$ cat config.mk
export PLATFORM = sky130hd
export DESIGN_NAME = qlvs_dp
export DESIGN_NICKNAME = d
export VERILOG_FILES = /design/src/rtl/q_learning_victim_select_core_macros.svh /design/src/rtl/qlvs_pkg.sv /design/src/rtl/qlvs_dp.sv
export SDC_FILE = /design/constraint.sdc
export NUM_CORES = 2
export LEC_CHECK = 0
export BUFFER_PORTS_ARGS = -buffer_cell sky130_fd_sc_hd__buf_2
export CORE_MARGIN = 10
export CORE_UTILIZATION = 45
export DETAILED_ROUTE_END_ITERATION = 6
export SLEW_MARGIN = 20
export SYNTH_ARGS = -nofsm -noshare
export SYNTH_HDL_FRONTEND = slang
export SYNTH_MEMORY_MAX_BITS = 65536
export SYNTH_SLANG_ARGS = --single-unit
export TNS_END_PERCENT = 1
$ cat constraint.sdc
create_clock -name clk -period 19.2 [get_ports clk]
set_input_delay 2.88 -clock clk [delete_from_list [all_inputs] [get_ports clk]]
set_output_delay 2.88 -clock clk [all_outputs]
set_load 0.1 [all_outputs]
$ cat src/rtl/q_learning_victim_select_core_macros.svh
// assertion macros for the q-learning victim select core
// used by files that check their own logic; expects clk and arst_n in scope
`ifndef Q_LEARNING_VICTIM_SELECT_CORE_MACROS_SVH
`define Q_LEARNING_VICTIM_SELECT_CORE_MACROS_SVH

// same-cycle implication, disabled during reset
`define QLVS_ASSERT_NOW(label, ante, cons, msg) \
	label: assert property (@(posedge clk) disable iff (!arst_n) (ante) |-> (cons)) \
		else $error(msg);

// next-cycle implication, disabled during reset
`define QLVS_ASSERT_NEXT(label, ante, cons, msg) \
	label: assert property (@(posedge clk) disable iff (!arst_n) (ante) |=> (cons)) \
		else $error(msg);

`endif

$ cat src/rtl/qlvs_pkg.sv
// shared types and constants for the q-learning victim select core
// no dependencies
package qlvs_pkg;

	localparam int LINES_DEF = 16;
	localparam int MASK_BITS = 16;
	localparam int Q_W = 16;
	localparam int CFG_W = 8;

	localparam logic [7:0] LEARN_RATE_RST = 8'd26;
	localparam logic [7:0] DISCOUNT_RST = 8'd230;
	localparam logic [7:0] EXPLORE_RATE_RST = 8'd26;

	localparam int PADDR_W = 4;
	localparam int PDATA_W = 32;

	localparam logic [1:0] REG_LEARN_RATE = 2'd0;
	localparam logic [1:0] REG_DISCOUNT = 2'd1;
	localparam logic [1:0] REG_EXPLORE_RATE = 2'd2;

	// +1.0 and -1.0 in q7.8
	localparam logic signed [18:0] REWARD_POS = 19'sd256;
	localparam logic signed [18:0] REWARD_NEG = -19'sd256;

	localparam logic signed [19:0] Q_SAT_MAX = 20'sd32767;
	localparam logic signed [19:0] Q_SAT_MIN = -20'sd32768;

	typedef struct packed {
		logic [15:0] valid_mask;
		logic [7:0]  explore_draw;
		logic [3:0]  random_line;
	} in_item_t;

	typedef struct packed {
		logic [3:0] victim_line;
		logic       explored;
	} out_item_t;

	typedef struct packed {
		logic [7:0] learn_rate;
		logic [7:0] discount;
		logic [7:0] explore_rate;
	} cfg_t;

	typedef struct packed {
		logic clr_step;
		logic load;
		logic count;
		logic scan;
		logic mul1;
		logic tgt;
		logic mul2;
		logic write;
	} cmd_t;

	typedef struct packed {
		logic clr_last;
		logic scan_last;
	} sts_t;

	typedef enum logic [3:0] {
		ST_CLEAR,
		ST_IDLE,
		ST_COUNT,
		ST_SCAN,
		ST_DRAIN,
		ST_MUL1,
		ST_TGT,
		ST_MUL2,
		ST_WRITE
	} state_t;

endpackage

$ cat src/rtl/qlvs_dp.sv
// datapath: q table memory, row scan for the maximum, q update arithmetic
// depends on qlvs_pkg
module qlvs_dp #(
	parameter int LINES = qlvs_pkg::LINES_DEF
) (
	input  logic                 clk,
	input  logic                 arst_n,
	input  qlvs_pkg::cmd_t       cmd,
	output qlvs_pkg::sts_t       sts,
	input  qlvs_pkg::in_item_t   req,
	input  qlvs_pkg::cfg_t       cfg,
	output logic                 done,
	output qlvs_pkg::out_item_t  result
);

	localparam int DEPTH = (LINES + 1) * LINES;
	localparam int AW = $clog2(DEPTH);
	localparam int VW = $clog2(LINES);
	localparam int OW = $clog2(LINES + 1);

	logic signed [15:0] mem [DEPTH];

	logic [AW-1:0] clr_cnt_q;
	logic [VW-1:0] scan_cnt_q;
	logic [15:0]   mask_q;
	logic          explore_q;
	logic [VW-1:0] exp_line_q;
	logic [AW-1:0] base_q;

	logic                 rd_vld_s1;
	logic [VW-1:0]        rd_line_s1;
	logic signed [15:0]   rdata_s1;

	logic signed [15:0]   best_q;
	logic [VW-1:0]        best_idx_q;
	logic signed [15:0]   exp_val_q;

	logic [VW-1:0]        victim_q;
	logic signed [15:0]   old_q;
	logic signed [24:0]   prod1_q;
	logic signed [18:0]   diff_q;
	logic signed [27:0]   prod2_q;

	logic                 done_q;
	qlvs_pkg::out_item_t  result_q;

	logic [OW-1:0]        occ;
	logic [VW-1:0]        rnd_line;
	logic [VW+3:0]        victim_x;
	logic                 victim_valid;
	logic signed [18:0]   target;
	logic signed [19:0]   next_q;
	logic signed [15:0]   sat_q;
	logic                 we;
	logic [AW-1:0]        waddr;
	logic signed [15:0]   wdata;

	// valid lines among those the mask covers
	always_comb begin
		occ = '0;
		for (int i = 0; i < qlvs_pkg::MASK_BITS; i++) begin
			if (i < LINES) occ = occ + OW'(mask_q[i]);
		end
	end

	// random line folded into range
	always_comb begin
		rnd_line = '0;
		for (int v = 0; v < 16; v++) begin
			if (req.random_line == 4'(v)) rnd_line = VW'(v % LINES);
		end
	end

	// lines at index 16 and up count as invalid
	assign victim_x = {4'd0, victim_q};
	assign victim_valid = (victim_x < (VW + 4)'(qlvs_pkg::MASK_BITS)) && mask_q[victim_x[3:0]];

	assign target = 19'($signed(prod1_q[24:8])) + (victim_valid ? qlvs_pkg::REWARD_NEG
		: qlvs_pkg::REWARD_POS);
	assign next_q = 20'(old_q) + prod2_q[27:8];

	always_comb begin
		if (next_q > qlvs_pkg::Q_SAT_MAX) sat_q = 16'sh7fff;
		else if (next_q < qlvs_pkg::Q_SAT_MIN) sat_q = -16'sh8000;
		else sat_q = next_q[15:0];
	end

	assign we = cmd.clr_step | cmd.write;
	assign waddr = cmd.clr_step ? clr_cnt_q : base_q + AW'(victim_q);
	assign wdata = cmd.clr_step ? '0 : sat_q;

	always_ff @(posedge clk) begin
		if (we) mem[waddr] <= wdata;
		if (cmd.scan) rdata_s1 <= mem[base_q + AW'(scan_cnt_q)];
	end

	always_ff @(posedge clk or negedge arst_n) begin
		if (!arst_n) begin
			clr_cnt_q <= '0;
			scan_cnt_q <= '0;
			rd_vld_s1 <= 1'b0;
			done_q <= 1'b0;
		end else begin
			if (cmd.clr_step) clr_cnt_q <= clr_cnt_q + AW'(1);
			if (cmd.count) scan_cnt_q <= '0;
			else if (cmd.scan) scan_cnt_q <= scan_cnt_q + VW'(1);
			rd_vld_s1 <= cmd.scan;
			done_q <= cmd.write;
		end
	end

	always_ff @(posedge clk) begin
		if (cmd.load) begin
			mask_q <= req.valid_mask;
			explore_q <= req.explore_draw < cfg.explore_rate;
			exp_line_q <= rnd_line;
		end
		if (cmd.count) base_q <= AW'(occ * LINES);
		if (cmd.scan) rd_line_s1 <= scan_cnt_q;
		if (rd_vld_s1) begin
			// strict compare keeps the first maximum
			if (rd_line_s1 == '0 || rdata_s1 > best_q) begin
				best_q <= rdata_s1;
				best_idx_q <= rd_line_s1;
			end
			if (rd_line_s1 == exp_line_q) exp_val_q <= rdata_s1;
		end
		if (cmd.mul1) begin
			prod1_q <= $signed({1'b0, cfg.discount}) * best_q;
			victim_q <= explore_q ? exp_line_q : best_idx_q;
			old_q <= explore_q ? exp_val_q : best_q;
		end
		if (cmd.tgt) diff_q <= target - 19'(old_q);
		if (cmd.mul2) prod2_q <= $signed({1'b0, cfg.learn_rate}) * diff_q;
		if (cmd.write) begin
			result_q.victim_line <= victim_x[3:0];
			result_q.explored <= explore_q;
		end
	end

	assign sts.clr_last = (clr_cnt_q == AW'(DEPTH - 1));
	assign sts.scan_last = (scan_cnt_q == VW'(LINES - 1));
	assign done = done_q;
	assign result = result_q;

endmodule

==> impl_metrics.toml <==
[logic_synthesis]
postSynth.topFlopCell = "edfxtp_1"
synth.yosys.seq_area_share_pct = 73.10
avgSynthCellArea_um2 = 19.97
synth.largest_area_cell = "edfxtp_1"
asyncSetResetFlopFracSynth_pct = 0.3311
netlist_instances = 9313
synth.distinct_cells = 74
share_of_the_synthesized_area_in_the_top_cell_type_pct = 72.90
synth-seq-cells = 4530
synth-warning-count = 0
ys_top_cells_by_area = "edfxtp_1 (73%), mux4_2 (13%), fa_1 (2.6%)"
mappedNetlistArea_um2 = 186000
syn_nets = 9788
number_of_enable_type_register_cells_in_the_synthesized_netlist = 4515

[finish]
layout_common_cells = "edfxtp_1 (4515), mux4_2 (1034), clkbuf_16 (458)"
final_common_cell = "edfxtp_1"
final_core_util_pct = 50.78
nets = 10220
area.growth.synth_to_final_pct = 12.62
final_layout_size_suffix_gt1_share_pct = 23.15

[power_and_ir_drop]
ir_worst_vdd_v = 0.0003335
total_leakage_power_nw = 67.63
pwr_density_cell_nw_per_um2 = 183.5

[timing]
finClkSkew_ns = 0.09717
max_clock_freq_ghz = 0.1302
period_minus_slack_ns = 7.681
unrepaired_setup_endpoints_after_global_routing = "no"
timing_worst_slew_pin_value_ns = 1.237
slew_headroom_pct = 17.56
timing_max_transition_violations_final = 0
final-setup-viol-count = 0
final_min_period_over_clock_period_pct = 40.01
totalNegativeSetupSlack_ns = 0
finalHoldViolCount = 0

[critical_path]
timing.critical_path.from_type = "flip-flop"
r2r-start = "scan_cnt_q[0]"
r2r-end = "rdata_s1[4]"
timing.setup.critical_path_class = "flip-flop to flip-flop"
largest_delay_contributor_family_on_the_critical_path = "buffers and inverters"
cp_cell_sequence = "buf_4, buf_4, buf_12, buf_4, buf_4, mux4_2, nand2_1, a21oi_1, a2111oi_1, buf_4, nor2_1, mux4_2, a221oi_1, o21ai_1"
worstPathMaxFanout = 84
worst-path-buf-inv = 6
slowest_library_cell_on_the_worst_path = "buf_4"
reg2regPathDepth = 14
critPathRequiredTime_ns = 19.88
cp.arrival_ns = 8.36
reg2reg_slack_ns = 11.52
slowest_delay_ns = 0.81
path_common_cell = "buf_4"
endpoint_kind = "flip-flop"

[detailed_routing]
dr_total_vias = 94290
detail_route.first_pass.iterations = 5
detail_route.vias_per_cell = 6.038
route.detailed.drc = 0
drt_iter0_markers = 11490
totalWireLength_um = 504600
antenna_left = 0
routed_wire_per_std_cell_um = 32.32

[floorplanning]
die_height_um = 662.9
fp.dieArea_um2 = 439400
core-area_um2 = 412500
pin_count = 70
die_width_um = 662.9
initial_utilization_pct = 45.09
fp-row-count = 236

[clock_network]
clock_tree_from_tritoncts = "done"
cts.clk_slew.worst_paths_ns = 0.07
clock_sinks = 4530
ctsRootBufferMaster = "clkbuf_16"
insertion_delay_ns = 1.01
post_cts_buffers = 0
htree_num_levels = 5
cts-hold-fix-buffers = 0
cts-root-to-sink-buffers = 4
tritoncts.num_buffers = 454
post_cts.resized_instances = 0

[global_routing]
grt_pass1_vias = 95970
grt_max_degree = 208
grt_remaining_overflow = 0
antenna_found_initial = 32
grt_first_pass_wirelength_um = 720000
gr-usage-all-layers_pct = 22.50

[place]
portBuffers = 69
detailed_place_hpwl_um = 298400
place.gp.congestion = 0.8278

[worst_hold_path]
min_to = "best_idx_q[3]"
hold_path.class = "flip-flop to flip-flop"
hold-path-cell-count = 0
start_point_of_the_worst_min_delay_path = "rd_line_s1[3]"

[run_status]
result_of_the_run = "finished clean"

[flow_run]
max-cap-violations = 0
-- power by group --
part / internal (mW) / switching [mW] / leakage, nW
Combinational: 3.94 / 9.78 / 19.1
Clock: 5.02 / 3.76 / 7.19
Sequential: 15.7 / 0.265 / 41.3
Total: 24.6 / 13.8 / 67.6
-- synthesized netlist by cell type (all sizes together), types with 27 or more instances --
| master | instances |
|---|---|
| edfxtp | 4515 |
| mux4 | 1034 |
| mux2i | 445 |
| nand2 | 383 |
| nor2 | 383 |
| inv | 379 |
| buf | 293 |
| fa | 240 |
| clkbuf | 195 |
| o21ai | 191 |
| ha | 173 |
| and2 | 157 |
| a21oi | 145 |
| o22ai | 104 |
| o221ai | 66 |
| xnor2 | 60 |
| a211oi | 55 |
| nor3 | 49 |
| a2111oi | 43 |
| nand3 | 30 |
| a21o | 27 |
-- per-layer routing --
metal  up-vias  wire length [um]  part of all wire, %  global-route usage [%]
li1      38520                 -                    -                       -
met1     50710            200100                   40                   31.13
met2      4207            242200                   48                   36.37
met3       857             42500                  8.4                   3.764
met4         8             19810                  3.9                   7.954
met5         -                53                0.011                       0
-- sequential cells by signal, summed over array words and instances (netlist names), 9 cells and up --
name and count:
exp_val_q 16, clr_cnt_q 9, old_q 16, diff_q 19, rdata_s1 16, best_q 16
mem 4352, prod2_q 20, mask_q 16, prod1_q 17
-- kinds of logic after synthesis --
group / after synthesis / share of synthesized area, %
adders and majority gates: 413 / 3.747
buffers and inverters: 871 / 2.176
xor gates and xnor gates: 85 / 0.4003
and+or+nand+nor: 1104 / 2.651
AOI/OAI and AO/OA: 809 / 2.879
muxes: 1501 / 15.05
DFF: 4530 / 73.10
-- final cells by class --
cell class                 instances  area [um^2]
inverter                         383         1448
antenna                           15        37.54
fill                           32580       203000
tap                             5474         6849
clock buffer                     530        11730
timing repair buffer             461         3652
sequential                      4530       136000
multi-input combinational       3912        46790
clock inverter                   311         2980
-- through the flow --
| step | setup slack, ns | area [um^2] | hold slack [ns] | std cells | power [mW] |
|---|---|---|---|---|---|
| final | 11.52 | 209500 | 0.5035 | 15620 | 38.44 |
| after CTS | 11.48 | 209300 | 0.5077 | 15600 | 38.70 |
| after detailed placement | 11.00 | 194500 | 0.4972 | 14760 | 29.94 |
| after floorplan | 2.182 | 186000 | 0.4244 | 9313 | 26.14 |
| after global routing | 11.06 | 209400 | 0.5246 | 15600 | 40.41 |
| after global placement | 10.98 | 194500 | 0.4790 | 14760 | 29.44 |
-- worst max path at each step --
stage	end	slack (ns)	startpoint	cells after the start
6_report	rdata_s1[4]	11.52	scan_cnt_q[0]	14
5_1_grt	rdata_s1[4]	11.06	scan_cnt_q[0]	14
4_1_cts	rdata_s1[4]	11.48	scan_cnt_q[0]	14
2_1_floorplan	mem[0][8]	2.18	cmd[7]	6
3_5_place_dp	prod1_q[22]	11.00	cfg[8]	18
3_3_place_gp	prod1_q[22]	10.98	cfg[8]	18
No activity file was read; power rests on OpenSTA's default activity.
