<file path="src/rtl/q_learning_victim_select_core_macros.svh">
// assertion macros for the q-learning victim select core
// used by files that check their own logic; expects clk and arst_n in scope
`ifndef Q_LEARNING_VICTIM_SELECT_CORE_MACROS_SVH
`define Q_LEARNING_VICTIM_SELECT_CORE_MACROS_SVH

// same-cycle implication, disabled during reset
`define QLVS_ASSERT_NOW(label, ante, cons, msg) \
	label: assert property (@(posedge clk) disable iff (!arst_n) (ante) |-> (cons)) \
		else $error(msg);

// next-cycle implication, disabled during reset
`define QLVS_ASSERT_NEXT(label, ante, cons, msg) \
	label: assert property (@(posedge clk) disable iff (!arst_n) (ante) |=> (cons)) \
		else $error(msg);

`endif

</file>
<file path="src/rtl/qlvs_pkg.sv">
// shared types and constants for the q-learning victim select core
// no dependencies
package qlvs_pkg;

	localparam int LINES_DEF = 16;
	localparam int MASK_BITS = 16;
	localparam int Q_W = 16;
	localparam int CFG_W = 8;

	localparam logic [7:0] LEARN_RATE_RST = 8'd26;
	localparam logic [7:0] DISCOUNT_RST = 8'd230;
	localparam logic [7:0] EXPLORE_RATE_RST = 8'd26;

	localparam int PADDR_W = 4;
	localparam int PDATA_W = 32;

	localparam logic [1:0] REG_LEARN_RATE = 2'd0;
	localparam logic [1:0] REG_DISCOUNT = 2'd1;
	localparam logic [1:0] REG_EXPLORE_RATE = 2'd2;

	// +1.0 and -1.0 in q7.8
	localparam logic signed [18:0] REWARD_POS = 19'sd256;
	localparam logic signed [18:0] REWARD_NEG = -19'sd256;

	localparam logic signed [19:0] Q_SAT_MAX = 20'sd32767;
	localparam logic signed [19:0] Q_SAT_MIN = -20'sd32768;

	typedef struct packed {
		logic [15:0] valid_mask;
		logic [7:0]  explore_draw;
		logic [3:0]  random_line;
	} in_item_t;

	typedef struct packed {
		logic [3:0] victim_line;
		logic       explored;
	} out_item_t;

	typedef struct packed {
		logic [7:0] learn_rate;
		logic [7:0] discount;
		logic [7:0] explore_rate;
	} cfg_t;

	typedef struct packed {
		logic clr_step;
		logic load;
		logic count;
		logic scan;
		logic mul1;
		logic tgt;
		logic mul2;
		logic write;
	} cmd_t;

	typedef struct packed {
		logic clr_last;
		logic scan_last;
	} sts_t;

	typedef enum logic [3:0] {
		ST_CLEAR,
		ST_IDLE,
		ST_COUNT,
		ST_SCAN,
		ST_DRAIN,
		ST_MUL1,
		ST_TGT,
		ST_MUL2,
		ST_WRITE
	} state_t;

endpackage

</file>
<file path="src/rtl/qlvs_ctrl.sv">
// sequencer for the victim select core: clear pass, row scan, update
// depends on qlvs_pkg
module qlvs_ctrl (
	input  logic            clk,
	input  logic            arst_n,
	input  logic            start,
	output logic            busy,
	input  qlvs_pkg::sts_t  sts,
	output qlvs_pkg::cmd_t  cmd
);

	qlvs_pkg::state_t state_q, state_d;

	always_ff @(posedge clk or negedge arst_n) begin
		if (!arst_n) begin
			state_q <= qlvs_pkg::ST_CLEAR;
		end else begin
			state_q <= state_d;
		end
	end

	always_comb begin
		state_d = state_q;
		cmd = '0;
		unique case (state_q)
			qlvs_pkg::ST_CLEAR: begin
				cmd.clr_step = 1'b1;
				if (sts.clr_last) state_d = qlvs_pkg::ST_IDLE;
			end
			qlvs_pkg::ST_IDLE: begin
				if (start) begin
					cmd.load = 1'b1;
					state_d = qlvs_pkg::ST_COUNT;
				end
			end
			qlvs_pkg::ST_COUNT: begin
				cmd.count = 1'b1;
				state_d = qlvs_pkg::ST_SCAN;
			end
			qlvs_pkg::ST_SCAN: begin
				cmd.scan = 1'b1;
				if (sts.scan_last) state_d = qlvs_pkg::ST_DRAIN;
			end
			// last read data lands here
			qlvs_pkg::ST_DRAIN: state_d = qlvs_pkg::ST_MUL1;
			qlvs_pkg::ST_MUL1: begin
				cmd.mul1 = 1'b1;
				state_d = qlvs_pkg::ST_TGT;
			end
			qlvs_pkg::ST_TGT: begin
				cmd.tgt = 1'b1;
				state_d = qlvs_pkg::ST_MUL2;
			end
			qlvs_pkg::ST_MUL2: begin
				cmd.mul2 = 1'b1;
				state_d = qlvs_pkg::ST_WRITE;
			end
			qlvs_pkg::ST_WRITE: begin
				cmd.write = 1'b1;
				state_d = qlvs_pkg::ST_IDLE;
			end
			default: state_d = qlvs_pkg::ST_IDLE;
		endcase
	end

	assign busy = (state_q != qlvs_pkg::ST_IDLE);

endmodule

</file>
<file path="config.mk">
export PLATFORM = sky130hd
export DESIGN_NAME = qlvs_ctrl
export DESIGN_NICKNAME = d
export VERILOG_FILES = /design/src/rtl/q_learning_victim_select_core_macros.svh /design/src/rtl/qlvs_pkg.sv /design/src/rtl/qlvs_ctrl.sv
export SDC_FILE = /design/constraint.sdc
export NUM_CORES = 1
export LEC_CHECK = 0
export BUFFER_PORTS_ARGS = -buffer_cell sky130_fd_sc_hd__buf_4
export CELL_PAD_IN_SITES_DETAIL_PLACEMENT = 1
export CELL_PAD_IN_SITES_GLOBAL_PLACEMENT = 2
export CORE_UTILIZATION = 19
export CTS_CLUSTER_SIZE = 20
export DETAILED_ROUTE_END_ITERATION = 8
export PLACE_DENSITY_LB_ADDON = 0.1
export SLEW_MARGIN = 25
export SYNTH_ARGS = -nofsm -noshare
export SYNTH_HDL_FRONTEND = slang
export SYNTH_SLANG_ARGS = --single-unit
export TNS_END_PERCENT = 10
</file>
<file path="constraint.sdc">
create_clock -name clk -period 1.05 [get_ports clk]
set_input_delay 0.21 -clock clk [delete_from_list [all_inputs] [get_ports clk]]
set_output_delay 0.21 -clock clk [all_outputs]
set_load 0.1 [all_outputs]
</file>
==> impl_metrics.json, run 1 <==
{
  "top_layer_used": "met3",
  "vias_per_cell": 4.699,
  "path_cells": "buf_6 -> nor4b_4 -> buf_6",
  "wl_met1_um": 412,
  "area_delta_synth_final_pct": 132.2,
  "seq_area_um2": 102.6,
  "place_area_um2": 525.5,
  "synthesis.nets": 40,
  "period_needed_ns": 1.532,
  "report.final.slew_viol_count": 0,
  "dr.pass1.iters": 2,
  "die_x_um": 41.17,
  "ys_seq_area_share_pct": 34.33,
  "yosysUniqueCellTypes": 20,
  "cp_slowest_cell": "dfrtp_2",
  "grtUsageTotal_pct": 15.10,
  "multi_input_area_um2": 231.5,
  "clkLatencyLatePin_ns": 0.23,
  "drt_iter0_drc": 1,
  "slew_headroom_pct": 85.94,
  "cts_tree": "built",
  "ctsRootBufferMaster": "clkbuf_4",
  "wl_met3_um": 28,
  "hold_viol_final": 0,
  "crit_path_max_fanout": 5,
  "critPathKind": "reg -> out",
  "wl_met2_um": 545,
  "cpMostUsedCell": "buf_6",
  "largest-register": "state_q",
  "synth_cells": 35,
  "fin_skew_ns": 0.007444,
  "chipHeight_um": 41.17,
  "worstMarginPinSlew_ns": 0.2093,
  "stdcell_area_um2": 676.9,
  "critPathTopFamily": "flip-flops",
  "gr-total-overflow": 0,
  "slowest_delay_ns": 0.43,
  "final_nets": 65,
  "antenna_cells": 0,
  "io_pins": 14,
  "reg.largest.list": "state_q (4)",
  "syn_area_per_cell_um2": 8.329,
  "avgRoutedWirePerCell_um": 13.51,
  "gp_congestion": 0.6804,
  "syn-cell-area_um2": 291.5,
  "grt_max_degree": 13,
  "utilization_pct": 49.54,
  "largest_reg_flops": 4,
  "port-buffer-count": 13,
  "cts_max_level": 1,
  "ys_ff_latch": 4,
  "finalWorstSetupSlack_ns": -0.4818,
  "cts.sinks": 4,
  "initial_core_util_pct": 21.34,
  "finalSetupViolations": 12,
  "wl_um": 986,
  "core_area_um2": 1366,
  "rsz0062_at_grt": "yes",
  "grt_pass1_vias": 354,
  "drive_gt1_share_pct": 67.24,
  "die_area_um2": 1695,
  "drc_errors": 0,
  "status": "finished, violations left",
  "synth_warnings": 0,
  "critPathBufInv": 2,
  "critPathArrivalTime_ns": 1.32,
  "clk_pin_slew_ns": 0.04,
  "antenna_left": 0,
  "grt_pass1_wl_mm": 1.545,
  "violations": "negative setup slack",
  "num_vias": 343,
  "cts_buffers": 3,
  "period_share_pct": 145.9,
  "std_cell_rows": 13,
  "drv_cap": 0,
  "clockBufferDepth": 2,
  "fmax_ghz": 0.6528,
  "start_kind": "flop",
  "setup_tns_ns": -4.407,
  "fin_hold_ws_ns": 0.2867,
  "critical_path_required_ns": 0.84,
  "antenna_found_initial": 0,
  "fill_cells": 158,
  "hold_class": "in -> reg",
  "end_kind": "output port"
}
cell usage after synthesis (all sizes together):
library cell | count | area, µm²
nand2 | 3 | 11.26
nand4b | 1 | 8.760
buf | 3 | 21.27
a221oi | 1 | 8.760
nor4 | 2 | 18.77
or2 | 1 | 6.260
nor2 | 7 | 26.28
a21oi | 1 | 5.000
nor4b | 1 | 8.760
o21a | 1 | 7.510
dfrtp | 4 | 100.1
nor3 | 3 | 15.01
and3 | 1 | 7.510
nor2b | 2 | 22.52
a21o | 1 | 7.510
nand2b | 2 | 12.51
clkbuf | 1 | 3.750
final timing paths:
kind | from | end | slack, ns | cells past startpoint
worst min register to register | state_q[3]$_DFFE_PN0P_ | state_q[2]$_DFFE_PN0P_ | 0.63 | 2
max in group asynchronous | arst_n | state_q[3]$_DFFE_PN0P_ | 0.61 | 2
worst max register to register | state_q[0]$_DFFE_PN0P_ | state_q[0]$_DFFE_PN0P_ | -0.31 | 5
worst max-delay path | state_q[0]$_DFFE_PN0P_ | cmd[0] | -0.48 | 3
worst min-delay path | sts[0] | state_q[1]$_DFFE_PN0P_ | 0.29 | 4
min in group asynchronous | arst_n | state_q[0]$_DFFE_PN0P_ | 0.32 | 2
kinds of logic after synthesis:
| logic type | share of synthesized area, % |
|---|---|
| buffers and inverters | 8.582 |
| AOI/OAI and AO/OA | 9.872 |
| and+or+nand+nor | 47.21 |
| DFF | 34.34 |
what timing repair did:
action                     4_1_cts  5_1_grt
pin swaps                        1        0
gates resized for setup         25        2
setup buffers                    2        0
hold buffers                     1        0
setup endpoints to repair       13       13
hold endpoints to repair         4        0
layout make-up:
| cell class | count | share of cell area [%] |
|---|---|---|
| Multi-Input combinational cell | 27 | 34.20 |
| Sequential cell | 4 | 15.16 |
| Tap cell | 15 | 2.773 |
| Timing Repair Buffer | 24 | 44.55 |
| Clock buffer | 3 | 3.327 |
placed cells by master (no fill, tap or decap), types with 2 or more instances in the layout:
cell and n:
nor2_1 5, nand2_1 3, clkbuf_4 3, buf_12 8, buf_4 10, buf_6 5, dfrtp_2 2, nor2b_4 2
nor3_4 2, nor2_2 2, dfrtp_1 2
layer usage:
layer / up-vias / GRT usage [%]
met5: - / 0
met3: 0 / 1.630
met4: 0 / 12.10
met2: 9 / 25.39
met1: 169 / 16.99
li1: 165 / -
per-stage QoR:
stage	instances	worst slack [ns]
floorplan	35	-0.7969
global placement	67	-0.3162
detailed placement	67	-0.3411
CTS	73	-0.5009
global route	73	-0.5504
finish	73	-0.4818
tightest hold or removal path: stages:
cell,delay (ns)
buf_4,0.09
nor2_1,0.03
nor2_1,0.08
nor3_1,0.06
Power of run 1 is not shown: default switching activity piles up to over one toggle a cycle in this logic, so the estimate is an artifact.
==> run 2: changes to the inputs <==
--- a/config.mk
+++ b/config.mk
@@ -11,6 +11,7 @@
 export CORE_UTILIZATION = 19
 export CTS_CLUSTER_SIZE = 20
 export DETAILED_ROUTE_END_ITERATION = 8
+export GPL_TIMING_DRIVEN = 0
 export PLACE_DENSITY_LB_ADDON = 0.1
 export SLEW_MARGIN = 25
 export SYNTH_ARGS = -nofsm -noshare
==> impl_metrics.json, run 2 (same netlist as run 1, synthesis figures left out) <==
{
  "area_delta_synth_final_pct": 139.1,
  "fmax_ghz": 0.6600,
  "drt_iter0_drc": 9,
  "report.final.slew_viol_count": 0,
  "critPathArrivalTime_ns": 1.31,
  "setup_tns_ns": -4.340,
  "core_area_um2": 1366,
  "slew_headroom_pct": 82.76,
  "fin_hold_ws_ns": 0.2764,
  "critPathKind": "reg -> out",
  "r2r_end": "state_q[0]$_DFFE_PN0P_",
  "hp-start": "sts[0]",
  "chipHeight_um": 41.17,
  "period_needed_ns": 1.515,
  "initial_core_util_pct": 21.34,
  "end_kind": "output port",
  "fill_cells": 143,
  "drv_cap": 0,
  "grt_use_met1_pct": 19.28,
  "dp.final_hpwl_um": 641.4,
  "finalSetupViolations": 12,
  "die_x_um": 41.17,
  "utilization_pct": 51.01,
  "final_common_cell": "buf_4",
  "status": "finished, violations left",
  "grtUsageTotal_pct": 15.66,
  "crit_start": "state_q[1]$_DFFE_PN0P_",
  "rsz0062_at_grt": "yes",
  "grt_pass1_wl_mm": 1.656,
  "antenna_cells": 0,
  "r2r_cells": 6,
  "setup.worst_path.end": "cmd[0]",
  "reg.largest.list": "state_q (4)",
  "largest_reg_flops": 4,
  "port-buffer-count": 13,
  "gp_congestion": 0.7204,
  "antenna_left": 0,
  "grt_max_degree": 10,
  "io_pins": 14,
  "final_nets": 64,
  "die_area_um2": 1695,
  "use_met2_pct": 24.61,
  "gr-total-overflow": 0,
  "grt_use_met3_pct": 4.891,
  "start_kind": "flop",
  "num_vias": 342,
  "violations": "negative setup slack",
  "cts_tree": "built",
  "worstMarginPinSlew_ns": 0.2586,
  "grt_busiest_layer": "met2",
  "avgRoutedWirePerCell_um": 13.75,
  "antenna_found_initial": 0,
  "largest-register": "state_q",
  "clkLatencyLatePin_ns": 0.23,
  "dr.pass1.iters": 4,
  "finalWorstSetupSlack_ns": -0.4652,
  "ctsRootBufferMaster": "clkbuf_4",
  "period_share_pct": 144.3,
  "layout_common_cells": "9 x buf_4, 7 x buf_12, 5 x nor2_1",
  "r2r-start": "state_q[1]$_DFFE_PN0P_",
  "grt_pass1_vias": 348,
  "wl_um": 990,
  "cts_max_level": 1,
  "vias_per_cell": 4.750,
  "std_cell_rows": 13,
  "cts_buffers": 3,
  "crit_path_max_fanout": 5,
  "drc_errors": 0,
  "drive_gt1_share_pct": 68.42,
  "clk_pin_slew_ns": 0.04,
  "hold_class": "in -> reg",
  "hold_viol_final": 0,
  "clockBufferDepth": 2,
  "cts.sinks": 4,
  "fin_skew_ns": 0.002355,
  "critical_path_required_ns": 0.84,
  "r2r_slack_ns": -0.31
}
-- run 2: worst min-delay path by stage --
stage,end,slack (ns),depth (start not counted)
floorplan,state_q[0]$_DFFE_PN0P_,-0.09,0
finish,state_q[1]$_DFFE_PN0P_,0.28,4
CTS,state_q[1]$_DFFE_PN0P_,0.27,4
detailed placement,state_q[1]$_DFFE_PN0P_,0.008,1
global route,state_q[2]$_DFFE_PN0P_,0.29,3
global placement,state_q[2]$_DFFE_PN0P_,0.006,1
-- run 2: per-stage QoR --
stage          cells  cell area (µm²)  worst slack (ns)
2_1_floorplan     35            350.3           -0.7969
3_3_place_gp      63            466.7           -0.4556
3_5_place_dp      63            466.7           -0.4924
4_1_cts           69            648.1           -0.4781
5_1_grt           72            696.9           -0.5575
6_report          72            696.9           -0.4652
-- run 2: layer usage --
| metal | wire, µm | part of all wire, % |
|---|---|---|
| met5 | 0 | 0 |
| met4 | 19 | 1.9 |
| met3 | 32 | 3.2 |
| met2 | 510 | 52 |
| met1 | 427 | 43 |
-- run 2: final cells by class --
type	count	area [µm²]	share of cell area, %
Clock buffer	3	22.52	3.232
Tap cell	15	18.77	2.693
Sequential cell	4	101.3	14.54
Buffer	3	37.54	5.386
Multi-Input combinational cell	27	261.5	37.52
Timing Repair Buffer	20	255.2	36.62
-- run 2: what timing repair did --
item | 4_1_cts | 5_1_grt
pin swaps | 3 | 3
hold endpoints to repair | 4 | 0
gates resized for setup | 33 | 3
hold buffers | 1 | 0
setup buffers | 3 | 3
gates cloned | 0 | 0
setup endpoints to repair | 13 | 12
-- run 2: critical path: stages (launching register included) --
cell and delay (ns):
dfrtp_1 0.38, buf_8 0.15, nor4b_4 0.29, buf_6 0.26
Power of run 2 is left out for the same reason.
==> run 3: changes to the inputs <==
--- a/config.mk
+++ b/config.mk
@@ -5,10 +5,11 @@
 export SDC_FILE = /design/constraint.sdc
 export NUM_CORES = 1
 export LEC_CHECK = 0
+export ABC_AREA = 1
 export BUFFER_PORTS_ARGS = -buffer_cell sky130_fd_sc_hd__buf_4
 export CELL_PAD_IN_SITES_DETAIL_PLACEMENT = 1
 export CELL_PAD_IN_SITES_GLOBAL_PLACEMENT = 2
-export CORE_UTILIZATION = 19
+export CORE_UTILIZATION = 18
 export CTS_CLUSTER_SIZE = 20
 export DETAILED_ROUTE_END_ITERATION = 8
 export GPL_TIMING_DRIVEN = 0
==> constraint.sdc (replaced) <==
create_clock -name clk -period 1.05 [get_ports clk]
set_input_delay 0.21 -clock clk [delete_from_list [all_inputs] [get_ports clk]]
set_output_delay 0.21 -clock clk [all_outputs]
set_load 0.01 [all_outputs]
==> impl_metrics.json, run 3 <==
{
  "status": "finished, violations left",
  "violations": "negative setup slack",
  "worstMarginPinSlew_ns": 0.1830,
  "yosysUniqueCellTypes": 14,
  "num_vias": 347,
  "dp_cells": 71,
  "cts.sinks": 4,
  "seq_area_um2": 103.9,
  "vias_per_cell": 4.392,
  "gp_congestion": 0.7528,
  "fill_cells": 192,
  "die_area_um2": 1763,
  "port-buffer-count": 13,
  "holdPathStages": 4,
  "drive_gt1_share_pct": 68.25,
  "cts_max_level": 1,
  "synth-edff-count": 0,
  "yosys.area.top_type": "dfrtp_1",
  "seqPwrFrac_pct": 22.2,
  "combPwrFrac_pct": 66.2,
  "avgRoutedWirePerCell_um": 11.71,
  "drv_cap": 0,
  "hold_end": "state_q[1]$_DFFE_PN0P_",
  "antenna_left": 0,
  "end_kind": "output port",
  "dr.pass1.iters": 2,
  "ys_seq_area_share_pct": 34.78,
  "core_area_um2": 1506,
  "syn-cell-area_um2": 287.8,
  "layout_common_cells": "16 x buf_4, 6 x inv_1, 5 x nand2_1",
  "critPathArrivalTime_ns": 1.16,
  "die_x_um": 41.99,
  "r2r_end": "state_q[0]$_DFFE_PN0P_",
  "std_cell_rows": 14,
  "multi_input_area_um2": 192.7,
  "cts_buffers": 3,
  "period_share_pct": 130.7,
  "power_density_nw_per_um2": 3012,
  "hold_viol_final": 0,
  "period_needed_ns": 1.372,
  "fmax_ghz": 0.7286,
  "rsz0062_at_grt": "yes",
  "finalNonFillerCells": 79,
  "drt_iter0_drc": 1,
  "synthesis.nets": 47,
  "dp.final_hpwl_um": 662.8,
  "grt_pass1_vias": 358,
  "synth_ff_type": "dfrtp_1",
  "finalPower_w": 0.001560,
  "sw_frac_of_total_pct": 47.45,
  "power.internal_w": 0.0008198,
  "clk_pin_slew_ns": 0.04,
  "chipHeight_um": 41.99,
  "synth.top_cells.by_count": "9 x inv_1, 7 x nand2_1, 5 x nor2_1",
  "r2r-start": "state_q[2]$_DFFE_PN0P_",
  "critPathKind": "reg -> out",
  "hold_class": "in -> reg",
  "ctsRootBufferMaster": "clkbuf_4",
  "critical_path_required_ns": 0.84,
  "gr-total-overflow": 0,
  "final_nets": 70,
  "ys_async_sr_fraction_pct": 100.0,
  "p_leak_nw": 0.2750,
  "final_common_cell": "buf_4",
  "drc_errors": 0,
  "area_delta_synth_final_pct": 80.00,
  "yosysMostFrequentCell": "inv_1",
  "grt_max_degree": 6,
  "grt_pass1_wl_mm": 1.511,
  "yosys-top-cells-area": "dfrtp_1 35%, inv_1 12%, nand3_2 10%",
  "r2r_cells": 5,
  "grtUsageTotal_pct": 11.83,
  "reg.largest.list": "state_q (4)",
  "synth_top_area_share_pct": 34.78,
  "clkLatencyLatePin_ns": 0.23,
  "io_pins": 14,
  "slew_headroom_pct": 87.77,
  "antenna_cells": 0,
  "syn_area_per_cell_um2": 6.852,
  "wl_um": 925,
  "largest_reg_flops": 4,
  "synth_cells": 42,
  "power.switching_w": 0.0007404,
  "fin_skew_ns": 0.004338,
  "clkPwrFrac_pct": 11.6,
  "ys_ff_latch": 4,
  "clockBufferDepth": 2,
  "initial_core_util_pct": 19.10,
  "finalWorstSetupSlack_ns": -0.3224,
  "crit_path_max_fanout": 5,
  "r2r_slack_ns": -0.11,
  "finalSetupViolations": 12,
  "antenna_found_initial": 0,
  "synth_warnings": 0,
  "largest-register": "state_q",
  "utilization_pct": 34.39,
  "irDropWorstVdd_mv": 0.8828,
  "report.final.slew_viol_count": 0,
  "cts_tree": "built",
  "start_kind": "flop",
  "hp-start": "sts[0]"
}
## run 3: logic make-up after synthesis
kind of cell	count (synthesis)	synth area share (%)
buf+inv	10	13.04
simple gates	26	48.70
compound gates	2	3.475
flops	4	34.78
## run 3: critical path, cell delays in order (launching register included)
cell,delay [ns]
dfrtp_2,0.45
nor2_2,0.17
inv_2,0.07
nor2_1,0.12
buf_4,0.13
## run 3: power groups by stage
stage	combinational, W	sequential, W	clock [W]
final	0.00103	0.000346	0.000181
after global routing	0.00111	0.000359	0.000202
after CTS	0.00100	0.000334	0.000188
after detailed placement	0.000778	0.000336	0
after global placement	0.000772	0.000328	0
after floorplan	0.000493	0.000306	0
## run 3: worst max path at each step
| stage | end | startpoint | depth (start not counted) | slack (ns) |
|---|---|---|---|---|
| floorplan | cmd[5] | state_q[2]$_DFFE_PN0P_ | 3 | -0.04 |
| global placement | cmd[0] | state_q[0]$_DFFE_PN0P_ | 4 | -0.16 |
| detailed placement | cmd[0] | state_q[0]$_DFFE_PN0P_ | 4 | -0.18 |
| CTS | cmd[5] | state_q[2]$_DFFE_PN0P_ | 4 | -0.34 |
| global route | cmd[6] | state_q[2]$_DFFE_PN0P_ | 4 | -0.39 |
| finish | cmd[7] | state_q[1]$_DFFE_PN0P_ | 4 | -0.32 |
## run 3: stage by stage
step / cell area, µm² / setup slack (ns) / hold slack [ns] / setup TNS [ns]
4_1_cts: 504.2 / -0.3356 / 0.2789 / -3.016
5_1_grt: 518.0 / -0.3858 / 0.3092 / -3.541
3_3_place_gp: 407.9 / -0.1604 / 0.005816 / -0.9771
2_1_floorplan: 290.3 / -0.04271 / -0.08559 / -0.1708
6_report: 518.0 / -0.3224 / 0.2851 / -2.768
3_5_place_dp: 407.9 / -0.1787 / 0.009199 / -1.326
## run 3: layout make-up
type / instances / area share, %
clock buffer: 3 / 4.348
inverter: 10 / 7.246
multi-input combinational: 28 / 37.20
sequential: 4 / 20.05
tap: 16 / 3.865
timing repair buffer: 18 / 27.29
## run 3: metal layers
layer	GRT usage, %	vias to the layer above	part of all wire (%)
li1	-	174	-
met1	13.24	163	41
met2	20.94	10	53
met3	2.586	0	5.4
met4	5.806	0	0
met5	0	-	0
## run 3: repair_timing
action,CTS,global route
hold buffers,1,0
hold endpoints to repair,4,0
pin swaps,1,2
setup buffers,4,0
resized for setup,13,4
setup endpoints to repair,12,12
Power figures use the tool's default switching activity.
