### config.mk
export PLATFORM = sky130hd
export DESIGN_NAME = qlvs_regs
export DESIGN_NICKNAME = d
export VERILOG_FILES = /design/src/rtl/q_learning_victim_select_core_macros.svh /design/src/rtl/qlvs_pkg.sv /design/src/rtl/qlvs_regs.sv
export SDC_FILE = /design/constraint.sdc
export NUM_CORES = 1
export LEC_CHECK = 0
export BUFFER_PORTS_ARGS = -buffer_cell sky130_fd_sc_hd__buf_4
export CAP_MARGIN = 40
export CORE_MARGIN = 4
export CORE_UTILIZATION = 36
export CTS_BUF_LIST = sky130_fd_sc_hd__clkbuf_16
export CTS_CLUSTER_SIZE = 28
export DETAILED_ROUTE_END_ITERATION = 7
export GPL_TIMING_DRIVEN = 0
export PLACE_DENSITY = 0.86
export SKIP_CTS_REPAIR_TIMING = 1
export SYNTH_ARGS = -nofsm -noshare
export SYNTH_HDL_FRONTEND = slang
export SYNTH_SLANG_ARGS = --single-unit
export TNS_END_PERCENT = 5
### constraint.sdc
create_clock -name clk -period 1.1 [get_ports clk]
set_input_delay 0.275 -clock clk [delete_from_list [all_inputs] [get_ports clk]]
set_output_delay 0.275 -clock clk [all_outputs]
set_load 0.02 [all_outputs]
### src/rtl/q_learning_victim_select_core_macros.svh
// assertion macros for the q-learning victim select core
// used by files that check their own logic; expects clk and arst_n in scope
`ifndef Q_LEARNING_VICTIM_SELECT_CORE_MACROS_SVH
`define Q_LEARNING_VICTIM_SELECT_CORE_MACROS_SVH

// same-cycle implication, disabled during reset
`define QLVS_ASSERT_NOW(label, ante, cons, msg) \
	label: assert property (@(posedge clk) disable iff (!arst_n) (ante) |-> (cons)) \
		else $error(msg);

// next-cycle implication, disabled during reset
`define QLVS_ASSERT_NEXT(label, ante, cons, msg) \
	label: assert property (@(posedge clk) disable iff (!arst_n) (ante) |=> (cons)) \
		else $error(msg);

`endif

### src/rtl/qlvs_pkg.sv
// shared types and constants for the q-learning victim select core
// no dependencies
package qlvs_pkg;

	localparam int LINES_DEF = 16;
	localparam int MASK_BITS = 16;
	localparam int Q_W = 16;
	localparam int CFG_W = 8;

	localparam logic [7:0] LEARN_RATE_RST = 8'd26;
	localparam logic [7:0] DISCOUNT_RST = 8'd230;
	localparam logic [7:0] EXPLORE_RATE_RST = 8'd26;

	localparam int PADDR_W = 4;
	localparam int PDATA_W = 32;

	localparam logic [1:0] REG_LEARN_RATE = 2'd0;
	localparam logic [1:0] REG_DISCOUNT = 2'd1;
	localparam logic [1:0] REG_EXPLORE_RATE = 2'd2;

	// +1.0 and -1.0 in q7.8
	localparam logic signed [18:0] REWARD_POS = 19'sd256;
	localparam logic signed [18:0] REWARD_NEG = -19'sd256;

	localparam logic signed [19:0] Q_SAT_MAX = 20'sd32767;
	localparam logic signed [19:0] Q_SAT_MIN = -20'sd32768;

	typedef struct packed {
		logic [15:0] valid_mask;
		logic [7:0]  explore_draw;
		logic [3:0]  random_line;
	} in_item_t;

	typedef struct packed {
		logic [3:0] victim_line;
		logic       explored;
	} out_item_t;

	typedef struct packed {
		logic [7:0] learn_rate;
		logic [7:0] discount;
		logic [7:0] explore_rate;
	} cfg_t;

	typedef struct packed {
		logic clr_step;
		logic load;
		logic count;
		logic scan;
		logic mul1;
		logic tgt;
		logic mul2;
		logic write;
	} cmd_t;

	typedef struct packed {
		logic clr_last;
		logic scan_last;
	} sts_t;

	typedef enum logic [3:0] {
		ST_CLEAR,
		ST_IDLE,
		ST_COUNT,
		ST_SCAN,
		ST_DRAIN,
		ST_MUL1,
		ST_TGT,
		ST_MUL2,
		ST_WRITE
	} state_t;

endpackage

### src/rtl/qlvs_regs.sv
// configuration registers behind the apb-style port
// depends on qlvs_pkg
module qlvs_regs (
	input  logic                          clk,
	input  logic                          arst_n,
	input  logic                          psel,
	input  logic                          penable,
	input  logic                          pwrite,
	input  logic [qlvs_pkg::PADDR_W-1:0]  paddr,
	input  logic [qlvs_pkg::PDATA_W-1:0]  pwdata,
	output logic [qlvs_pkg::PDATA_W-1:0]  prdata,
	output qlvs_pkg::cfg_t                cfg
);

	qlvs_pkg::cfg_t cfg_q;
	logic [1:0] idx;
	logic wr_en;

	assign idx = paddr[3:2];
	assign wr_en = psel & penable & pwrite;

	always_ff @(posedge clk or negedge arst_n) begin
		if (!arst_n) begin
			cfg_q.learn_rate <= qlvs_pkg::LEARN_RATE_RST;
			cfg_q.discount <= qlvs_pkg::DISCOUNT_RST;
			cfg_q.explore_rate <= qlvs_pkg::EXPLORE_RATE_RST;
		end else if (wr_en) begin
			// unknown index: write dropped
			unique case (idx)
				qlvs_pkg::REG_LEARN_RATE: cfg_q.learn_rate <= pwdata[7:0];
				qlvs_pkg::REG_DISCOUNT: cfg_q.discount <= pwdata[7:0];
				qlvs_pkg::REG_EXPLORE_RATE: cfg_q.explore_rate <= pwdata[7:0];
				default: ;
			endcase
		end
	end

	always_comb begin
		unique case (idx)
			qlvs_pkg::REG_LEARN_RATE: prdata = {24'd0, cfg_q.learn_rate};
			qlvs_pkg::REG_DISCOUNT: prdata = {24'd0, cfg_q.discount};
			qlvs_pkg::REG_EXPLORE_RATE: prdata = {24'd0, cfg_q.explore_rate};
			default: prdata = '0;
		endcase
	end

	assign cfg = cfg_q;

endmodule

==> results of run 1 <==
[layer usage]
metal  vias to the layer above  global-route usage [%]
met4                         0                    3.65
met3                         0                    3.89
li1                        465                       -
met5                         -                       0
met1                       473                    17.0
met2                        49                    22.7
[worst max-delay path, cell delays in order (launching register included)]
cell and delay (ns):
dfstp_2 0.53, mux2i_1 0.08, o21ai_2 0.17, buf_6 0.14
[synthesized netlist by cell type]
cell type	count	area, µm²
mux2_2	16	180
mux2_4	8	120
nand2_1	8	30.0
dfstp_2	11	289
clkbuf_1	1	3.75
buf_6	2	22.5
buf_4	25	188
mux2i_1	8	80.1
nor3b_4	1	18.8
conb_1	1	3.75
o21ai_0	8	40.0
dfrtp_1	13	325
or3b_1	1	8.76
nor2b_1	1	6.26
nand3_2	1	10.0
nor3_2	1	10.0
[path summary, 6_finish.rpt]
check | endpoint | slack [ns] | cells after the start
max in group asynchronous | cfg[4]$_DFFE_PN1P_ | 0.35 | 2
worst min register to register | cfg[2]$_DFFE_PN0P_ | 0.56 | 1
worst min-delay path | cfg[15]$_DFFE_PN1P_ | 0.26 | 2
worst max register to register | cfg[14]$_DFFE_PN1P_ | 0.26 | 2
min in group asynchronous | cfg[5]$_DFFE_PN0P_ | 0.47 | 2
worst max-delay path | prdata[6] | -0.34 | 3
[power groups by stage]
stage / sequential [µW] / combinational [µW] / clock (µW)
2_1_floorplan: 1580 / 592 / 0
3_3_place_gp: 1330 / 1380 / 0
3_5_place_dp: 1340 / 1400 / 0
4_1_cts: 1330 / 1400 / 808
5_1_grt: 1390 / 1640 / 846
6_report: 1360 / 1550 / 771
[per-stage QoR]
step                util, %  setup WS, ns
global placement       53.9        -0.493
detailed placement     53.9        -0.535
global route           59.6        -0.387
floorplan                 -        -0.190
CTS                    56.2        -0.468
finish                 59.6        -0.344
[kinds of logic after synthesis]
kind of cell / count (synthesis)
flip-flops: 24
AND/OR/NAND/NOR: 13
other: 1
AO/OA/AOI/OAI: 8
multiplexers: 32
buffers and inverters: 28
[cell type report]
cell class,count,area share [%]
plain buffers,28,10.9
clock buffers,3,3.63
clock inverters,1,0.182
multi-input cells,77,30.9
flip-flops and latches,24,29.7
well taps,46,2.78
repair buffers,48,21.9
[cell usage in the layout, fill, tap and decap left out]
cell type / synthesis / layout
buf_4: 25 / 48
buf_6: 2 / 26
buf_8: 0 / 1
clkbuf_16: 0 / 3
clkinv_1: 0 / 1
conb_1: 1 / 24
dfrtp_1: 13 / 13
dfstp_2: 11 / 11
dlygate4sd3_1: 0 / 1
mux2_2: 16 / 16
mux2_4: 8 / 8
mux2i_1: 8 / 8
nand2_1: 8 / 8
nand3_4: 0 / 1
nor2b_1: 1 / 1
nor3_4: 0 / 1
nor3b_4: 1 / 1
o21ai_2: 0 / 8
or3b_1: 1 / 1
==> key figures, run 1 <==
STA
  • Setup slack after layout: -0.344 ns
  • Fin crit share: 131%
  • Min Tclk post-route: 1.44 ns
  • Final Hold Fails: 0
  • Clock skew: 0 ns
  • Setup TNS: -6.56 ns
  • Setup Viol. Count Final: 43
  • RSZ-0062 raised after global routing: yes
  • Actual slew at the worst max-slew pin: 0.534 ns
  • Max Freq: 692 MHz
  • Hold WS: 0.263 ns
  • Slew margin rel.: 64.3%
  • Slew Limit Fails: 0

Cells and area
  • Fin cells: 227
  • Layout overhead on the synthesized area: 54.7%
  • Share of layout cells above drive strength 1: 68.5%
  • Multi-input gate area: 638 µm²
  • Sequential Area: 614 µm²
  • Post-layout net count: 223
  • Number of flip-flops in the largest register: 24
  • Ant diodes: 0
  • Fin area: 2070 µm²
  • Fill count: 305

Global routing
  • Gr ovfl total: 0
  • Initial antenna violation count: 0
  • Pin count of the biggest net entering global routing: 25
  • Vias in the first global route: 973
  • First-pass GRT wire length: 4750 µm
  • Tot GR Track Use: 13.6%

Clock network
  • Htree depth: 1
  • Maximum clock insertion buffer count: 2
  • Clock root cell: clkbuf_16
  • Clk Latency, worst-skew pair: 0.25 ns
  • Clock transition at the registers of the reported paths: 0.06 ns
  • Clk sink count: 24
  • CTS Buf Count: 3
  • CTS tree: yes

Logic synthesis
  • Mux cell area share after synthesis: 28.5%
  • Post-synthesis xor/xnor area fraction: 0%
  • Distinct cells, synth: 16
  • Synthesized cell area: 1340 µm²
  • Main combinational cell family by area after synthesis: multiplexers
  • Synth warnings: 0
  • Post-synthesis adder-cell area fraction: 0%
  • Synthesized-area fraction occupied by and/or/nand/nor cells: 6.27%
  • Mapped Avg Cell Area: 12.6 µm²
  • Synth Register Bits: 24
  • Sequential area share after synthesis: 46.0%
  • Synthesized instance count: 106
  • Compound-Gate Fraction of Synth Area: 3.00%

Floorplanning
  • Core Area: 3470 µm²
  • Die height: 68.9 µm
  • Num ports: 97
  • Initial Util: 38.5%
  • Row cnt: 21
  • Horiz. Die Dim: 68.9 µm
  • Die area: 4750 µm²

Setup path
  • Worst R2R Start: cfg[14]$_DFFE_PN1P_
  • Category of the most critical setup path: flop to primary output
  • Worst setup EP type: primary output
  • WP data arrival: 1.17 ns
  • Critical Path RT: 0.82 ns
  • Setup crit start kind: flop
  • Crit-path max FO: 2
  • Critical Path Start: cfg[14]$_DFFE_PN1P_

Hold path
  • Critical hold path startpoint: pwdata[7]
  • Tightest Hold Check Type: primary input to flop

Status
  • Failing checks: negative setup slack
  • Status: finished, violations left

Routing
  • Wire length on met3: 373 µm
  • Vias: 987
  • Antenna viol nets, final: 0
  • Drt wl/cell: 13.9 µm
  • Via/cell ratio: 4.35
  • # DRC: 0
  • Top sig layer: met3
  • Met2 WL: 1520 µm
  • Met1 Wirelength: 1260 µm
  • 1st-iter DRT viols: 7
  • Routed WL: 3160 µm
  • First-pass DRT Iterations: 4

Power and ir drop
  • Clock power share: 21.0%
  • Leak pwr: 0.00105 µW
  • Switching power: 1210 µW
  • Worst VDD drop: 0.000959 V
  • Overall power: 3680 µW
  • PD cells: 1780 nW/µm²
  • Pint: 2470 µW
  • Logic gate share of total power: 42.1%
  • Flop pwr share: 36.9%
  • Switching Fraction: 33.0%

Job
  • Max_cap viols: 0

Place
  • IO buf count: 46
  • Hpwl dp: 2300 µm
  • Dpl cell area: 1870 µm²
  • DP Cell Count: 221
  • RD Place Congestion: 0.711
(Power assumes the default switching activity.)
==> run 2: changes to the inputs <==
--- a/config.mk
+++ b/config.mk
@@ -5,6 +5,7 @@
 export SDC_FILE = /design/constraint.sdc
 export NUM_CORES = 1
 export LEC_CHECK = 0
+export ABC_AREA = 1
 export BUFFER_PORTS_ARGS = -buffer_cell sky130_fd_sc_hd__buf_4
 export CAP_MARGIN = 40
 export CORE_MARGIN = 4
@@ -12,8 +13,9 @@
 export CTS_BUF_LIST = sky130_fd_sc_hd__clkbuf_16
 export CTS_CLUSTER_SIZE = 28
 export DETAILED_ROUTE_END_ITERATION = 7
+export GPL_ROUTABILITY_DRIVEN = 1
 export GPL_TIMING_DRIVEN = 0
-export PLACE_DENSITY = 0.86
+export PLACE_DENSITY = 0.87
 export SKIP_CTS_REPAIR_TIMING = 1
 export SYNTH_ARGS = -nofsm -noshare
 export SYNTH_HDL_FRONTEND = slang
==> run 2 against run 1 <==
- the flow still finishes with violations (negative setup slack)
- synthesized cell count increased by 61%
- worst hold slack got worse by 0.037 ns
- critical path depth unchanged
- area after synthesis decreased by 2.0%
- setup slack improved by 0.090 ns
- first-iteration DRC count increased to 4.3 times the previous value
- cell area increased by 0.36%
- non-clock buffer count unchanged
- clock skew unchanged
- core utilization increased by 1.1 points
- combinational power decreased by 12%
==> key figures, run 2 <==
Status
  • Status: finished, violations left
  • Failing checks: negative setup slack

Setup path
  • Worst setup EP type: primary output
  • WP data arrival: 1.08 ns (-0.09 ns)
  • Category of the most critical setup path: flop to primary output
  • Worst reg2reg path depth: 3 (+1)
  • Critical Path RT: 0.82 ns (about the same)
  • Setup crit start kind: flop
  • Crit-path max FO: 3 (+1)

Logic synthesis
  • Sequential area share after synthesis: 46.9% (+0.92 points)
  • Synth top area share: 28.4% (+4.0 points)
  • Distinct cells, synth: 13 (-3)
  • Synth warnings: 0 (unchanged)
  • Mapped Avg Cell Area: 7.66 µm² (-39%)
  • Synthesized cell area: 1310 µm² (-2.0%)
  • Synth Register Bits: 24 (unchanged)
  • Top post-synthesis cells by count: nand2_1, buf_4, dfrtp_1, dfstp_2, nand3_1
  • Synthesized instance count: 171 (+61%)
  • Top-count cell post-synth: nand2_1
  • Fraction of registers with async set/reset: 100% (unchanged)
  • Synth top area cells: nand2_1, dfrtp_1, dfstp_2, buf_4, nand3_1
  • Cell taking the most area after synthesis: nand2_1
  • Top_reg_cell synth: dfrtp_1
  • EDFF count, synth: 0 (unchanged)

Global routing
  • Initial antenna violation count: 0 (unchanged)
  • Pin count of the biggest net entering global routing: 25 (unchanged)
  • First-pass GRT wire length: 5270 µm (+11%)
  • Vias in the first global route: 1,127 (+16%)
  • Tot GR Track Use: 15.8% (+2.2 points)
  • Gr ovfl total: 0 (unchanged)

Routing
  • Via/cell ratio: 4.35 (about the same)
  • Drt wl/cell: 12.6 µm (-9.8%)
  • First-pass DRT Iterations: 4 (unchanged)
  • Vias: 1,288 (+30%)
  • Top sig layer: met4
  • Antenna viol nets, final: 0 (unchanged)
  • Met1 Wirelength: 1290 µm (+1.9%)
  • Met2 WL: 1970 µm (+30%)
  • Wire length on met3: 362 µm (-2.9%)
  • 1st-iter DRT viols: 30 (+23)
  • Routed WL: 3720 µm (+18%)
  • # DRC: 0 (unchanged)

Power and ir drop
  • Switching power: 1200 µW (-1.4%)
  • Clock power share: 23.0% (+2.0 points)
  • Pint: 2260 µW (-8.3%)
  • Overall power: 3460 µW (-6.0%)
  • Leak pwr: 0.00118 µW (+13%)
  • Flop pwr share: 37.3% (+0.4 points)
  • Worst VDD drop: 0.000980 V (+2.2%)
  • PD cells: 1670 nW/µm² (-6.4%)
  • Switching Fraction: 34.6% (+1.6 points)
  • Logic gate share of total power: 39.7% (-2.4 points)

STA
  • Max Freq: 739 MHz (+6.7%)
  • Min Tclk post-route: 1.35 ns (-0.0903 ns)
  • Slew Limit Fails: 0 (unchanged)
  • Hold WS: 0.227 ns (-0.0366 ns)
  • Clock skew: 0 ns (unchanged)
  • Fin crit share: 123% (-8.2 points)
  • RSZ-0062 raised after global routing: yes
  • Final Hold Fails: 0 (unchanged)
  • Setup Viol. Count Final: 21 (-51%)
  • Setup slack after layout: -0.254 ns (+0.0903 ns)

Place
  • RD Place Congestion: 0.785 (+10%)
  • Hpwl dp: 2580 µm (+12%)
  • IO buf count: 46 (unchanged)

Clock network
  • Clock root cell: clkbuf_16
  • Htree depth: 1 (unchanged)
  • CTS tree: yes
  • Clk sink count: 24 (unchanged)
  • Maximum clock insertion buffer count: 2 (unchanged)
  • Clk Latency, worst-skew pair: 0.26 ns (about the same)
  • CTS Buf Count: 3 (unchanged)
  • Clock transition at the registers of the reported paths: 0.06 ns (about the same)

Cells and area
  • Most frequent cells in the layout: nand2_1, buf_4, buf_6
  • Post-layout net count: 292 (+31%)
  • Ant diodes: 0 (unchanged)
  • Layout overhead on the synthesized area: 58.4%
  • Commonest non-fill, non-tap cell in the layout: nand2_1
  • Share of layout cells above drive strength 1: 43.6% (-25 points)
  • Fill count: 297 (-2.6%)
  • Number of flip-flops in the largest register: 24 (unchanged)

Floorplanning
  • Row cnt: 21 (unchanged)
  • Horiz. Die Dim: 68.3 µm (-0.87%)
  • Core Area: 3420 µm² (-1.5%)
  • Die height: 68.3 µm (-0.87%)
  • Initial Util: 38.4% (-0.18 points)
  • Die area: 4670 µm² (-1.7%)
  • Num ports: 97 (unchanged)

Job
  • Max_cap viols: 0 (unchanged)

Hold path
  • Hold Path Depth: 3 (+1)
  • Tightest Hold Check Type: primary input to flop
run 2: cell type report:
| cell class | count | area [µm²] | share of cell area [%] |
|---|---|---|---|
| timing repair buffer | 52 | 494 | 23.8 |
| multi-input combinational | 141 | 623 | 30.0 |
| sequential | 24 | 614 | 29.6 |
| buffer | 24 | 180 | 8.69 |
| tap | 46 | 57.6 | 2.77 |
| inverter | 5 | 26.3 | 1.27 |
| clock inverter | 1 | 3.75 | 0.181 |
| clock buffer | 3 | 75.1 | 3.62 |
run 2: final timing paths:
path                                     startpoint                  end  slack, ns
worst max register to register  cfg[14]$_DFFE_PN1P_  cfg[14]$_DFFE_PN1P_       0.27
worst min register to register  cfg[19]$_DFFE_PN1P_  cfg[19]$_DFFE_PN1P_       0.47
worst min-delay path                      pwdata[5]   cfg[5]$_DFFE_PN0P_       0.23
worst max-delay path            cfg[19]$_DFFE_PN1P_            prdata[3]      -0.25
max in group asynchronous                    arst_n   cfg[4]$_DFFE_PN1P_       0.36
min in group asynchronous                    arst_n  cfg[21]$_DFFE_PN0P_       0.45
run 2: logic make-up after synthesis:
family,after synthesis,share of synthesized area (%)
and+or+nand+nor,117,37.6
buffers and inverters,29,15.2
DFF,24,46.9
other,1,0.286
run 2: worst max-delay path, cell delays in order (launching register included):
cell,delay (ns)
dfstp_2,0.54
nand2_1,0.07
nand3_2,0.10
buf_6,0.11
run 2: per-stage QoR:
stage | std cells | util, % | setup slack [ns] | instance area [µm²] | setup TNS (ns)
after floorplan | 194 | - | -0.00643 | 1400 | -0.0299
after global placement | 286 | 52.8 | -0.311 | 1800 | -3.98
after detailed placement | 286 | 52.8 | -0.317 | 1800 | -4.47
after CTS | 290 | 55.1 | -0.318 | 1880 | -3.65
after global routing | 296 | 60.7 | -0.296 | 2070 | -4.00
final | 296 | 60.7 | -0.254 | 2070 | -3.32
run 2: routing by layer:
metal  vias up  GRT usage (%)
met4         0           8.19
met1       586           17.3
met3         9           3.12
li1        632              -
met5         -              0
met2        61           28.4
run 2: power by group through the flow:
stage	sequential, µW	clock (µW)	combinational [µW]
2_1_floorplan	1500	0	426
3_3_place_gp	1280	0	1130
3_5_place_dp	1290	0	1150
4_1_cts	1270	797	1150
5_1_grt	1310	838	1480
6_report	1290	797	1370
==> run 3: changes to the inputs <==
--- a/config.mk
+++ b/config.mk
@@ -9,14 +9,13 @@
 export BUFFER_PORTS_ARGS = -buffer_cell sky130_fd_sc_hd__buf_4
 export CAP_MARGIN = 40
 export CORE_MARGIN = 4
-export CORE_UTILIZATION = 36
+export CORE_UTILIZATION = 40
 export CTS_BUF_LIST = sky130_fd_sc_hd__clkbuf_16
 export CTS_CLUSTER_SIZE = 28
 export DETAILED_ROUTE_END_ITERATION = 7
 export GPL_ROUTABILITY_DRIVEN = 1
 export GPL_TIMING_DRIVEN = 0
-export PLACE_DENSITY = 0.87
-export SKIP_CTS_REPAIR_TIMING = 1
+export PLACE_DENSITY = 0.91
 export SYNTH_ARGS = -nofsm -noshare
 export SYNTH_HDL_FRONTEND = slang
 export SYNTH_SLANG_ARGS = --single-unit
==> constraint.sdc (replaced) <==
create_clock -name clk -period 1.46 [get_ports clk]
set_input_delay 0.365 -clock clk [delete_from_list [all_inputs] [get_ports clk]]
set_output_delay 0.365 -clock clk [all_outputs]
set_load 0.02 [all_outputs]
==> run 3 against run 2 <==
- the flow still finishes with violations (negative setup slack)
- clock power shrank 28%
- combinational power shrank 32%
- cell count grew 0.68%
- total power shrank 29%
- register-to-register slack gained 0.46 ns
- global-route usage is essentially flat
- critical path type is now primary input to primary output
- critical endpoint is now prdata[0]
- largest cell class is now multi-input combinational cells
==> key figures, run 3 (synthesis gave the netlist of run 2 again) <==
Status
  • Status: finished, violations left
  • Failing checks: negative setup slack

Routing
  • Vias: 1,283 (-0.39%)
  • Antenna viol nets, final: 0 (unchanged)
  • 1st-iter DRT viols: 44 (+47%)
  • First-pass DRT Iterations: 4 (unchanged)
  • Via/cell ratio: 4.31 (-1.1%)
  • Routed WL: 3660 µm (-1.4%)
  • # DRC: 0 (unchanged)
  • Drt wl/cell: 12.3 µm (-2.1%)

Floorplanning
  • Horiz. Die Dim: 65.2 µm (-4.5%)
  • Die height: 65.2 µm (-4.5%)
  • Die area: 4250 µm² (-8.9%)
  • Initial Util: 42.2% (+3.9 points)
  • Row cnt: 20 (-4.8%)
  • Core Area: 3100 µm² (-9.2%)
  • Num ports: 97 (unchanged)

Clock network
  • Clk Latency, worst-skew pair: 0.25 ns (about the same)
  • Hold-fix buffers at CTS: 0
  • Clock transition at the registers of the reported paths: 0.06 ns (about the same)
  • Clk sink count: 24 (unchanged)
  • Maximum clock insertion buffer count: 2 (unchanged)
  • Clock root cell: clkbuf_16
  • CTS Buf Count: 3 (unchanged)
  • Htree depth: 1 (unchanged)
  • CTS tree: yes

STA
  • Min Tclk post-route: 1.47 ns
  • Clock skew: 0 ns (unchanged)
  • Setup slack after layout: -0.00866 ns (+0.245 ns)
  • Setup Viol. Count Final: 2 (-90%)
  • Fin crit share: 101%
  • RSZ-0062 raised after global routing: yes
  • Setup TNS: -0.00930 ns (+3.31 ns)
  • Final Hold Fails: 0 (unchanged)
  • Max Freq: 681 MHz
  • Slew Limit Fails: 0 (unchanged)

Global routing
  • M1 GR Usage: 20.0% (+2.6 points)
  • First-pass GRT wire length: 5260 µm (-0.27%)
  • Pin count of the biggest net entering global routing: 25 (unchanged)
  • Gr ovfl total: 0 (unchanged)
  • Tot GR Track Use: 15.8% (about the same)
  • Grt met3 use: 3.76% (+0.64 points)
  • Initial antenna violation count: 0 (unchanged)
  • Vias in the first global route: 1,093 (-3.0%)
  • GRT busiest layer: met2
  • Grt met2 use: 28.2% (-0.21 points)

Cells and area
  • Fin area: 2050 µm² (-1.3%)
  • Post-layout net count: 296 (+1.4%)
  • Number of flip-flops in the largest register: 24 (unchanged)
  • Fill count: 294 (-1.0%)
  • Share of layout cells above drive strength 1: 46.1% (+2.5 points)
  • Layout overhead on the synthesized area: 56.3%
  • Commonest non-fill, non-tap cell in the layout: nand2_1
  • Final core occ: 66.0% (+5.2 points)
  • Ant diodes: 0 (unchanged)
  • Most frequent cells in the layout: nand2_1, buf_4, conb_1

Setup path
  • Largest stage delay on the critical path: 0.15 ns (-0.39 ns)
  • Crit-path leading delay family: buffers and inverters
  • WP data arrival: 1.10 ns (+0.02 ns)
  • Buf/Inv on CP: 5 (+4)
  • CP max stage cell: buf_4
  • Critical Path RT: 1.10 ns (+0.28 ns)
  • Worst setup EP type: primary output
  • CP dominant cell by count: buf_6
  • Setup crit start kind: primary input
  • CP cell instances: buf_6 > inv_2 > nand2_4 > clkinv_4 > buf_4 > nand2_1 > nand3_1 > buf_6
  • Crit-path max FO: 4 (+1)
  • Category of the most critical setup path: primary input to primary output

Place
  • Hpwl dp: 2460 µm (-4.3%)
  • IO buf count: 46 (unchanged)
  • Pre-CTS WS: -0.128 ns (+0.189 ns)
  • Dpl cell area: 1800 µm² (-0.42%)
  • RD Place Congestion: 0.740 (-5.7%)

Job
  • Max_cap viols: 0 (unchanged)

Power and ir drop
  • Leak pwr: 0.00118 µW (about the same)
  • PD cells: 1210 nW/µm² (-28%)
  • Worst VDD drop: 0.00108 V (+11%)

Hold path
  • Tightest Hold Check Type: primary input to async pin
[run 3: layout make-up]
type                       count  area, µm²  share of cell area [%]
tap                           44       55.1                    2.69
timing repair buffer          54        443                    21.6
clock buffer                   3       75.1                    3.67
timing repair inverter         1       7.51                   0.367
multi-input combinational    142        642                    31.4
inverter                       5       26.3                    1.28
clock inverter                 1       3.75                   0.183
buffer                        24        180                    8.80
sequential                    24        614                    30.0
[run 3: layer usage]
layer  part of all wire (%)  vias up  routed length (µm)
met3                    8.7        4                 319
met4                    1.4        0                  51
li1                       -      639                   -
met2                     52       60                1900
met1                     38      580                1390
met5                      0        -                   0
[run 3: through the flow]
step | std cells | hold slack, ns | power [µW]
after floorplan | 194 | 0.0694 | 1450
after detailed placement | 284 | 0.274 | 1830
final | 298 | 0.00287 | 2470
after global placement | 284 | 0.272 | 1810
after CTS | 290 | 0.00664 | 2420
after global routing | 298 | 0.0217 | 2600
[run 3: what timing repair did]
action / in CTS / in global routing
gates resized for setup: 7 / 23
setup buffers: 1 / 7
pin swaps: 0 / 4
gates cloned: 1 / 1
setup endpoints to repair: 8 / 8
[run 3: final timing paths]
check	start	endpoint	slack [ns]	cells past startpoint
setup / recovery	paddr[3]	prdata[0]	-0.009	8
hold / removal	arst_n	cfg[23]$_DFFE_PN0P_	0.003	1
setup reg to reg	cfg[9]$_DFFE_PN1P_	cfg[9]$_DFFE_PN1P_	0.73	2
max in group asynchronous	arst_n	cfg[20]$_DFFE_PN1P_	1.17	1
hold reg to reg	cfg[14]$_DFFE_PN1P_	cfg[14]$_DFFE_PN1P_	0.47	2
min in group clk	pwdata[7]	cfg[7]$_DFFE_PN0P_	0.33	3
[run 3: power by group]
group          switching [µW]  internal [µW]  leakage (µW)  total (µW)
Sequential                113            849      0.000280         962
Clock                     209            365     0.0000385         574
Combinational             526            404      0.000860         931
[run 3: worst reg2reg max path: cells and delay by family, from the launching register on]
kind / cells / cell delay [ns]
flops: 1 / 0.55
simple gates: 2 / 0.12
